### config.mk
export PLATFORM = sky130hd
export DESIGN_NAME = calendar_day_number_converter_flat
export DESIGN_NICKNAME = d
export VERILOG_FILES = /design/src/hw/rtl/cdn_pkg.sv /design/src/hw/rtl/cdn_in_if.sv /design/src/hw/rtl/cdn_out_if.sv /design/src/hw/rtl/cdn_ctrl.sv /design/src/hw/rtl/cdn_fwd.sv /design/src/hw/rtl/cdn_inv.sv /design/src/hw/rtl/calendar_day_number_converter.sv /design/src/flat_wrapper.sv
export SDC_FILE = /design/constraint.sdc
export NUM_CORES = 2
export LEC_CHECK = 0
export ABC_AREA = 1
export BUFFER_PORTS_ARGS = -buffer_cell sky130_fd_sc_hd__clkbuf_2
export CAP_MARGIN = 5
export CORE_ASPECT_RATIO = 0.75
export CORE_MARGIN = 2
export CORE_UTILIZATION = 49
export DETAILED_ROUTE_END_ITERATION = 12
export PLACE_DENSITY = 0.74
export SYNTH_ARGS = -nofsm -noshare
export SYNTH_HDL_FRONTEND = slang
export SYNTH_SLANG_ARGS = --single-unit
### constraint.sdc
create_clock -name clk -period 16.01 [get_ports clk]
set_clock_uncertainty 0.05 [all_clocks]
set_input_delay 2.4015 -clock clk [delete_from_list [all_inputs] [get_ports clk]]
set_output_delay 2.4015 -clock clk [all_outputs]
set_load 0.03 [all_outputs]
### src/hw/rtl/cdn_pkg.sv
// Shared constants and the month offset table for the calendar day number converter.
// Depends on nothing; the control, datapath and top files import it.
package cdn_pkg;

	// Number of register stages from input transaction to result.
	localparam int Stages = 7;

	localparam logic CmdDateToNum = 1'b0;
	localparam logic CmdNumToDate = 1'b1;

	localparam logic [13:0] MaxYear      = 14'd9999;
	localparam logic [21:0] MaxDayNumber = 22'd3652059;

	// Days from March 1 to the first of a March-based month (3 is March, 14 is February).
	function automatic logic [8:0] month_start(input logic [3:0] mar_month);
		logic [8:0] offs;
		case (mar_month)
			4'd3:    offs = 9'd0;
			4'd4:    offs = 9'd31;
			4'd5:    offs = 9'd61;
			4'd6:    offs = 9'd92;
			4'd7:    offs = 9'd122;
			4'd8:    offs = 9'd153;
			4'd9:    offs = 9'd184;
			4'd10:   offs = 9'd214;
			4'd11:   offs = 9'd245;
			4'd12:   offs = 9'd275;
			4'd13:   offs = 9'd306;
			4'd14:   offs = 9'd337;
			default: offs = 9'd0;
		endcase
		return offs;
	endfunction

endpackage

### src/hw/rtl/cdn_in_if.sv
// Input channel of the calendar day number converter: valid, ready and one request.
// Depends on nothing.
interface cdn_in_if;
	logic        valid;
	logic        ready;
	logic        cmd;
	logic [13:0] in_year;
	logic [3:0]  in_month;
	logic [4:0]  in_day;
	logic [21:0] in_day_number;

	modport source (output valid, cmd, in_year, in_month, in_day, in_day_number, input ready);
	modport sink (input valid, cmd, in_year, in_month, in_day, in_day_number, output ready);
endinterface

### src/hw/rtl/cdn_out_if.sv
// Output channel of the calendar day number converter: valid, ready and one result.
// Depends on nothing.
interface cdn_out_if;
	logic        valid;
	logic        ready;
	logic [21:0] out_day_number;
	logic [13:0] out_year;
	logic [3:0]  out_month;
	logic [4:0]  out_day;
	logic        bad_input;

	modport source (output valid, out_day_number, out_year, out_month, out_day, bad_input,
		input ready);
	modport sink (input valid, out_day_number, out_year, out_month, out_day, bad_input,
		output ready);
endinterface

### src/hw/rtl/cdn_ctrl.sv
// Pipeline control: per-stage valid bits and load enables with stall backpressure.
// Depends on cdn_pkg.
module cdn_ctrl (
	input  logic                    clk,
	input  logic                    arst_n,
	input  logic                    in_valid,
	output logic                    in_ready,
	output logic                    out_valid,
	input  logic                    out_ready,
	output logic [cdn_pkg::Stages:1] en
);
	import cdn_pkg::*;

	logic [Stages:1] stage_vld_q;
	logic [Stages:1] vld_next;

	// A stage loads when it is empty or when its content moves on in the same cycle.
	always_comb begin
		en[Stages] = !stage_vld_q[Stages] || out_ready;
		for (int k = Stages - 1; k >= 1; k--) begin
			en[k] = !stage_vld_q[k] || en[k + 1];
		end
	end

	assign vld_next  = {stage_vld_q[Stages-1:1], in_valid};
	assign in_ready  = en[1];
	assign out_valid = stage_vld_q[Stages];

	always_ff @(posedge clk or negedge arst_n) begin
		if (!arst_n) begin
			stage_vld_q <= '0;
		end else begin
			for (int k = 1; k <= Stages; k++) begin
				if (en[k]) begin
					stage_vld_q[k] <= vld_next[k];
				end
			end
		end
	end
endmodule

### src/hw/rtl/cdn_fwd.sv
// Date to day number datapath: range check, March-based month shift, year terms, sum.
// Depends on cdn_pkg for the month offset table and limits.
module cdn_fwd (
	input  logic                     clk,
	input  logic [cdn_pkg::Stages:1] en,
	input  logic                     cmd,
	input  logic [13:0]              in_year,
	input  logic [3:0]               in_month,
	input  logic [4:0]               in_day,
	output logic [21:0]              day_number,
	output logic                     bad
);
	import cdn_pkg::*;

	logic        ok;
	logic [13:0] y_adj;
	logic [3:0]  m_adj;

	logic        go_s1, bad_s1;
	logic [13:0] y_s1;
	logic [8:0]  offs_s1;
	logic [4:0]  day_s1;

	logic        go_s2, bad_s2;
	logic [13:0] y_s2;
	logic [8:0]  offs_s2;
	logic [4:0]  day_s2;
	logic [26:0] p100_s2;
	logic [22:0] y365_s2;

	logic [6:0]  c100;
	logic [22:0] sum;

	logic [21:0] dn_s3, dn_s4, dn_s5, dn_s6, dn_s7;
	logic        bad_s3, bad_s4, bad_s5, bad_s6, bad_s7;

	assign ok = (cmd == CmdDateToNum) && (in_year >= 14'd1) && (in_year <= MaxYear)
		&& (in_month >= 4'd1) && (in_month <= 4'd12) && (in_day >= 5'd1);

	// January and February count as months 13 and 14 of the previous year.
	assign y_adj = (in_month < 4'd3) ? in_year - 14'd1 : in_year;
	assign m_adj = (in_month < 4'd3) ? in_month + 4'd12 : in_month;

	always_ff @(posedge clk) begin
		if (en[1]) begin
			go_s1   <= ok;
			bad_s1  <= (cmd == CmdDateToNum) && !ok;
			y_s1    <= y_adj;
			offs_s1 <= month_start(m_adj);
			day_s1  <= in_day;
		end
	end

	// The product by 5243 shifted right by 19 is the year divided by 100 for years below 10000.
	always_ff @(posedge clk) begin
		if (en[2]) begin
			go_s2   <= go_s1;
			bad_s2  <= bad_s1;
			y_s2    <= y_s1;
			offs_s2 <= offs_s1;
			day_s2  <= day_s1;
			p100_s2 <= 27'(y_s1) * 27'd5243;
			y365_s2 <= 23'(y_s1) * 23'd365;
		end
	end

	assign c100 = p100_s2[25:19];
	assign sum  = y365_s2 + 23'(y_s2[13:2]) - 23'(c100) + 23'(c100[6:2])
		+ 23'(offs_s2) + 23'(day_s2) - 23'd306;

	always_ff @(posedge clk) begin
		if (en[3]) begin
			dn_s3  <= go_s2 ? sum[21:0] : 22'd0;
			bad_s3 <= bad_s2;
		end
		if (en[4]) begin
			dn_s4  <= dn_s3;
			bad_s4 <= bad_s3;
		end
		if (en[5]) begin
			dn_s5  <= dn_s4;
			bad_s5 <= bad_s4;
		end
		if (en[6]) begin
			dn_s6  <= dn_s5;
			bad_s6 <= bad_s5;
		end
		if (en[7]) begin
			dn_s7  <= dn_s6;
			bad_s7 <= bad_s6;
		end
	end

	assign day_number = dn_s7;
	assign bad        = bad_s7;
endmodule

### src/hw/rtl/cdn_inv.sv
// Day number to date datapath: quarter-day century and year divisions by reciprocal
// multiply with one correction step each, then month and day recovery. Depends on cdn_pkg.
module cdn_inv (
	input  logic                     clk,
	input  logic [cdn_pkg::Stages:1] en,
	input  logic                     cmd,
	input  logic [21:0]              in_day_number,
	output logic [13:0]              year,
	output logic [3:0]               month,
	output logic [4:0]               day,
	output logic                     bad
);
	import cdn_pkg::*;

	logic        ok;
	logic [21:0] z;

	logic        go_s1, go_s2, go_s3, go_s4, go_s5, go_s6;
	logic        bad_s1, bad_s2, bad_s3, bad_s4, bad_s5, bad_s6, bad_s7;
	logic [21:0] z_s1, z_s2, z_s3, z_s4, z_s5;
	logic [23:0] x_s1, x_s2, x_s3;
	logic [6:0]  ea_s2, a_s3, a_s4, a_s5;

	logic [30:0] pe_a;
	logic [24:0] pa, rem_a;
	logic [6:0]  a_fix;

	logic [24:0] b4;
	logic [38:0] pe_y;
	logic [13:0] ey_s4;
	logic [24:0] b4_s4;

	logic [24:0] py, rem_y;
	logic [13:0] y_s5, y_s6;
	logic [24:0] t_s5;

	logic [24:0] c_full;
	logic [19:0] mp;
	logic [9:0]  c_s6;
	logic [3:0]  m_s6;

	logic [9:0]  dd;
	logic [13:0] year_s7;
	logic [3:0]  month_s7;
	logic [4:0]  day_s7;

	assign ok = (cmd == CmdNumToDate) && (in_day_number >= 22'd1)
		&& (in_day_number <= MaxDayNumber);
	assign z  = in_day_number + 22'd306;

	always_ff @(posedge clk) begin
		if (en[1]) begin
			go_s1  <= ok;
			bad_s1 <= (cmd == CmdNumToDate) && !ok;
			z_s1   <= z;
			x_s1   <= {z, 2'b00} - 24'd1;
		end
	end

	// Estimate of the quarter-day count over 146097, low by at most one.
	assign pe_a = 31'(x_s1) * 31'd114;

	always_ff @(posedge clk) begin
		if (en[2]) begin
			go_s2  <= go_s1;
			bad_s2 <= bad_s1;
			z_s2   <= z_s1;
			x_s2   <= x_s1;
			ea_s2  <= pe_a[30:24];
		end
	end

	assign pa    = 25'(ea_s2) * 25'd146097;
	assign rem_a = {1'b0, x_s2} - pa;
	assign a_fix = (rem_a >= 25'd146097) ? ea_s2 + 7'd1 : ea_s2;

	always_ff @(posedge clk) begin
		if (en[3]) begin
			go_s3  <= go_s2;
			bad_s3 <= bad_s2;
			z_s3   <= z_s2;
			x_s3   <= x_s2;
			a_s3   <= a_fix;
		end
	end

	// Add back the skipped leap days of the centuries, then estimate the years over 1461.
	assign b4   = {1'b0, x_s3} + 25'({a_s3 - {2'b00, a_s3[6:2]}, 2'b00});
	assign pe_y = 39'(b4) * 39'd11483;

	always_ff @(posedge clk) begin
		if (en[4]) begin
			go_s4  <= go_s3;
			bad_s4 <= bad_s3;
			z_s4   <= z_s3;
			a_s4   <= a_s3;
			b4_s4  <= b4;
			ey_s4  <= pe_y[37:24];
		end
	end

	assign py    = 25'(ey_s4) * 25'd1461;
	assign rem_y = b4_s4 - py;

	always_ff @(posedge clk) begin
		if (en[5]) begin
			go_s5  <= go_s4;
			bad_s5 <= bad_s4;
			z_s5   <= z_s4;
			a_s5   <= a_s4;
			if (rem_y >= 25'd1461) begin
				y_s5 <= ey_s4 + 14'd1;
				t_s5 <= py + 25'd1461;
			end else begin
				y_s5 <= ey_s4;
				t_s5 <= py;
			end
		end
	end

	// Day of the March-based year, then its month.
	assign c_full = 25'(z_s5) + 25'(a_s5) - 25'(a_s5[6:2]) - 25'(t_s5[24:2]);
	assign mp     = 20'(c_full[9:0]) * 20'd535 + 20'd48950;

	always_ff @(posedge clk) begin
		if (en[6]) begin
			go_s6  <= go_s5;
			bad_s6 <= bad_s5;
			y_s6   <= y_s5;
			c_s6   <= c_full[9:0];
			m_s6   <= mp[17:14];
		end
	end

	assign dd = c_s6 - 10'(month_start(m_s6));

	always_ff @(posedge clk) begin
		if (en[7]) begin
			bad_s7 <= bad_s6;
			if (!go_s6) begin
				year_s7  <= 14'd0;
				month_s7 <= 4'd0;
				day_s7   <= 5'd0;
			end else if (m_s6 > 4'd12) begin
				year_s7  <= y_s6 + 14'd1;
				month_s7 <= m_s6 - 4'd12;
				day_s7   <= dd[4:0];
			end else begin
				year_s7  <= y_s6;
				month_s7 <= m_s6;
				day_s7   <= dd[4:0];
			end
		end
	end

	assign year  = year_s7;
	assign month = month_s7;
	assign day   = day_s7;
	assign bad   = bad_s7;
endmodule

### src/hw/rtl/calendar_day_number_converter.sv
// Converts between a proleptic Gregorian date and its Rata Die day number (day 1 is
// 0001-01-01); cmd 0 maps a date to a number, cmd 1 maps a number to a date. The block
// takes one transaction per clock cycle while its output is not stalled and returns
// each result from the last stage of its seven-stage pipeline, whose stages are paced by
// the two reciprocal-multiply divisions with correction in the number-to-date path. A
// stalled output holds the pipeline in place; empty stages keep filling, so requests
// are still taken while a result waits. Inputs outside range give bad_input and zeros.
// Depends on cdn_pkg, cdn_in_if, cdn_out_if, cdn_ctrl, cdn_fwd and cdn_inv.
module calendar_day_number_converter (
	input  logic      clk,
	input  logic      arst_n,
	cdn_in_if.sink    req,
	cdn_out_if.source rsp
);
	import cdn_pkg::*;

	logic [Stages:1] en;
	logic [21:0]     fwd_day_number;
	logic            fwd_bad;
	logic [13:0]     inv_year;
	logic [3:0]      inv_month;
	logic [4:0]      inv_day;
	logic            inv_bad;

	cdn_ctrl u_ctrl (
		.clk       (clk),
		.arst_n    (arst_n),
		.in_valid  (req.valid),
		.in_ready  (req.ready),
		.out_valid (rsp.valid),
		.out_ready (rsp.ready),
		.en        (en)
	);

	cdn_fwd u_fwd (
		.clk        (clk),
		.en         (en),
		.cmd        (req.cmd),
		.in_year    (req.in_year),
		.in_month   (req.in_month),
		.in_day     (req.in_day),
		.day_number (fwd_day_number),
		.bad        (fwd_bad)
	);

	cdn_inv u_inv (
		.clk           (clk),
		.en            (en),
		.cmd           (req.cmd),
		.in_day_number (req.in_day_number),
		.year          (inv_year),
		.month         (inv_month),
		.day           (inv_day),
		.bad           (inv_bad)
	);

	// Each path zeroes its fields and flag unless the transaction chose its mode.
	assign rsp.out_day_number = fwd_day_number;
	assign rsp.out_year       = inv_year;
	assign rsp.out_month      = inv_month;
	assign rsp.out_day        = inv_day;
	assign rsp.bad_input      = fwd_bad | inv_bad;
endmodule
### src/flat_wrapper.sv
// flat-port wrapper written by rule: the top's interface ports become plain ports
module calendar_day_number_converter_flat import cdn_pkg::*;
  (clk, arst_n, req_valid, req_cmd, req_in_year, req_in_month, req_in_day, req_in_day_number, req_ready, rsp_valid, rsp_out_day_number, rsp_out_year, rsp_out_month, rsp_out_day, rsp_bad_input, rsp_ready);
  cdn_in_if req_i ();
  cdn_out_if rsp_i ();
  input  logic clk;
  input  logic arst_n;
  input wire logic [$bits(req_i.valid)-1:0] req_valid;
  input wire logic [$bits(req_i.cmd)-1:0] req_cmd;
  input wire logic [$bits(req_i.in_year)-1:0] req_in_year;
  input wire logic [$bits(req_i.in_month)-1:0] req_in_month;
  input wire logic [$bits(req_i.in_day)-1:0] req_in_day;
  input wire logic [$bits(req_i.in_day_number)-1:0] req_in_day_number;
  output wire logic [$bits(req_i.ready)-1:0] req_ready;
  output wire logic [$bits(rsp_i.valid)-1:0] rsp_valid;
  output wire logic [$bits(rsp_i.out_day_number)-1:0] rsp_out_day_number;
  output wire logic [$bits(rsp_i.out_year)-1:0] rsp_out_year;
  output wire logic [$bits(rsp_i.out_month)-1:0] rsp_out_month;
  output wire logic [$bits(rsp_i.out_day)-1:0] rsp_out_day;
  output wire logic [$bits(rsp_i.bad_input)-1:0] rsp_bad_input;
  input wire logic [$bits(rsp_i.ready)-1:0] rsp_ready;
  assign req_i.valid = req_valid;
  assign req_i.cmd = req_cmd;
  assign req_i.in_year = req_in_year;
  assign req_i.in_month = req_in_month;
  assign req_i.in_day = req_in_day;
  assign req_i.in_day_number = req_in_day_number;
  assign req_ready = req_i.ready;
  assign rsp_valid = rsp_i.valid;
  assign rsp_out_day_number = rsp_i.out_day_number;
  assign rsp_out_year = rsp_i.out_year;
  assign rsp_out_month = rsp_i.out_month;
  assign rsp_out_day = rsp_i.out_day;
  assign rsp_bad_input = rsp_i.bad_input;
  assign rsp_i.ready = rsp_ready;
  calendar_day_number_converter u_core (.clk(clk), .arst_n(arst_n), .req(req_i), .rsp(rsp_i));
endmodule
==> flow_summary.yaml <==
drt:
  viasPerCell: 5.13
  wl_per_cell_um: 16.4
  dr.first_iter.drc_count: 2339
  drc_errors: 0
  wl_mm: 101
  top_layer_used: "met4"
  ant_nets: 0
  wl_met2_mm: 43.3
  route.met3.wl_mm: 6.90
  vias: 31600
  first_pass_iters: 6
  wl_met1_mm: 49.1
logic_synthesis:
  synth_ff_type: "edfxtp_1"
  synth_area_leaders: "edfxtp_1 (30%), fa_1 (19%), ha_1 (18%)"
  synth_top_area_cell: "edfxtp_1"
  ys_types: 61
  synth-xor-area-share_pct: 4.28
  synth_edf_count: 466
  synth_top_area_share_pct: 30.4
  yosysSeqAreaShare_pct: 31.0
  ys_top_cells_by_count: "inv_1 (1,144), nand2_1 (729), ha_1 (667)"
  syn_area_um2: 46000
  synth_mux_area_share_pct: 0
  synth_top_family_by_area: "adder cells"
  synth_fp_nets: 5896
  synthMostInstantiatedCell: "inv_1"
  avgSynthCellArea_um2: 9.71
  synth-simple-area-share_pct: 12.1
  synth_cells: 4739
  synthAdderAreaFrac_pct: 37.3
  synth-async-reset-ratio_pct: 1.46
  yosysWarnings: 0
  synth_seq_cells: 478
  synth-compound-area-share_pct: 5.72
setup_path:
  cp_cell_sequence: "clkbuf_2, nor2_1, inv_2, buf_4, nor2_1, inv_2, buf_4, nor2_1, inv_2, buf_4, nor2_1, clkinv_2, nor2_1, inv_2, nor2_1, nand2_2, buf_4, clkbuf_2"
  crit_family: "buffers and inverters"
  cp_common_cell: "nor2_1"
  crit_required_ns: 13.56
  slowest_delay_ns: 0.70
  critPathBufInv: 11
  end_kind: "primary output"
  worst_setup_path_start_kind: "input pin"
  critPathMaxFanout: 68
  crit_type: "input pin to primary output"
  critPathArrivalTime_ns: 7.07
  slowest_stage: "buf_4"
place:
  place_congestion: 0.934
  port_buffers: 97
  dpl.hpwl_mm: 84.0
floorplanning:
  die_height_um: 269
  ioPinCount: 98
  fp-row-count: 97
  core_region_area_um2: 93200
  start_util_pct: 49.4
  die_w_um: 358
  die_area_um2: 96400
clocking:
  clk_latency_ns: 0.62
  clkSinkCount: 478
  ctsHoldBuffers: 0
  h-tree-depth: 2
  cts_resized: 0
  cts_buffer_depth: 3
  clock_tree.root_cell: "clkbuf_16"
  cts_buffers: 46
  cts_tree: "done"
  clk_pin_slew_ns: 0.07
  postCtsSetupRepairBufs: 0
global_route:
  grt_pass1_wl_mm: 165
  grt-ovfl-total: 0
  grt_antenna_before_repair: 1
  grt_max_degree: 76
  grt_usage_pct: 21.5
  grt_pass1_vias: 31900
finish:
  drive_gt1_share_pct: 5.02
  num-nets-final: 6039
  area_delta_synth_final_pct: 7.83
sta:
  max_freq_ghz: 0.105
  finalSetupTns_ns: 0
  drv_slew: 0
  min_period_ns: 9.52
  hold_viol_final: 0
  rsz0062_at_grt: "no"
  finalCritPeriodShare_pct: 59.5
  slew_headroom_pct: 31.8
  setup_viol: 0
  worst_pin_slew_ns: 1.02
flow_run:
  drv_cap: 0
hold_path:
  holdCritPathClass: "flip-flop to flip-flop"
outcome:
  status: "complete, no violations"
cells by family after synthesis:
logic type / after synthesis
compound gates: 467
xor+xnor: 214
simple gates: 1307
buf+inv: 1166
fa+ha+maj: 1107
flops: 478
layout make-up:
| class | instances | area [um2] |
|---|---|---|
| Fill cell | 8200 | 43600 |
| Multi-Input combinational cell | 3095 | 27400 |
| Sequential cell | 478 | 14300 |
| Inverter | 1152 | 4330 |
| Tap cell | 1237 | 1550 |
| Clock buffer | 52 | 1200 |
| Timing Repair Buffer | 109 | 576 |
| Clock inverter | 34 | 348 |
| Antenna cell | 1 | 2.50 |
placed cells by master, fill, tap and decap left out, types with 7 or more instances in the layout:
master,n
inv_1,1139
nand2_1,728
ha_1,667
edfxtp_1,466
fa_1,440
a21oi_1,229
nor2_1,210
nand3_1,185
xor2_1,135
o21ai_0,125
clkbuf_2,97
xnor2_1,69
nor3_1,55
nand4_1,52
clkbuf_16,47
a21o_1,28
o21bai_1,22
nor4_1,21
nand3b_1,14
buf_4,12
a31oi_1,11
inv_2,10
or2_2,10
a211oi_1,8
o211ai_1,8
nand2_2,8
clkinv_2,8
clkinvlp_4,7
dfrtp_1,7
state kept, by name (all words and copies together), names as in the netlist, 22 cells and up, named ones only:
name / cells
u_core.u_fwd.day_number: 22
u_core.u_inv.x_s3: 22
u_core.u_inv.b4_s4: 23
u_core.u_inv.x_s1: 22
u_core.u_fwd.dn_s5: 22
u_core.u_inv.x_s2: 22
u_core.u_fwd.dn_s6: 22
u_core.u_fwd.dn_s3: 22
u_core.u_fwd.dn_s4: 22
stage by stage:
stage          hold WS (ns)  area [um2]  std cells  worst slack (ns)  utilization (%)
2_1_floorplan         0.350       46000       4739              2.81                -
3_3_place_gp          0.350       48100       6071              6.46             51.6
3_5_place_dp          0.355       48100       6071              6.37             51.6
4_1_cts               0.359       49600       6157              6.35             53.2
5_1_grt               0.368       49600       6158              6.00             53.2
6_report              0.364       49600       6158              6.49             53.2
worst register-to-register path: cells and delay by family, from the launching register on:
family,cells,cell delay (ns)
xor+xnor,3,0.98
flops,1,0.39
simple gates,13,2.00
fa+ha+maj,10,4.18
buf+inv,7,0.46
compound gates,2,0.45
layer usage:
| layer | up-vias | track usage (%) |
|---|---|---|
| met4 | 0 | 3.74 |
| li1 | 15500 | - |
| met1 | 15100 | 32.7 |
| met2 | 822 | 32.4 |
| met5 | - | 0 |
| met3 | 98 | 3.74 |
final timing paths:
path / from / to / slack, ns / cells after the start
worst max-delay path: rsp_ready / req_ready / 6.49 / 18
worst min-delay path: u_core.u_inv.y_s5[7] / u_core.u_inv.y_s6[7] / 0.36 / 0
worst max register to register: u_core.u_inv.a_s3[0] / u_core.u_inv.ey_s4[13] / 7.25 / 35
worst min register to register: u_core.u_inv.y_s5[7] / u_core.u_inv.y_s6[7] / 0.36 / 0
max in group asynchronous: arst_n / u_core.u_ctrl.stage_vld_q[4] / 14.12 / 1
min in group asynchronous: arst_n / u_core.u_ctrl.stage_vld_q[3] / 1.59 / 1
Power is not shown: default switching activity piles up to over one toggle a cycle in this logic, so the estimate is an artifact.
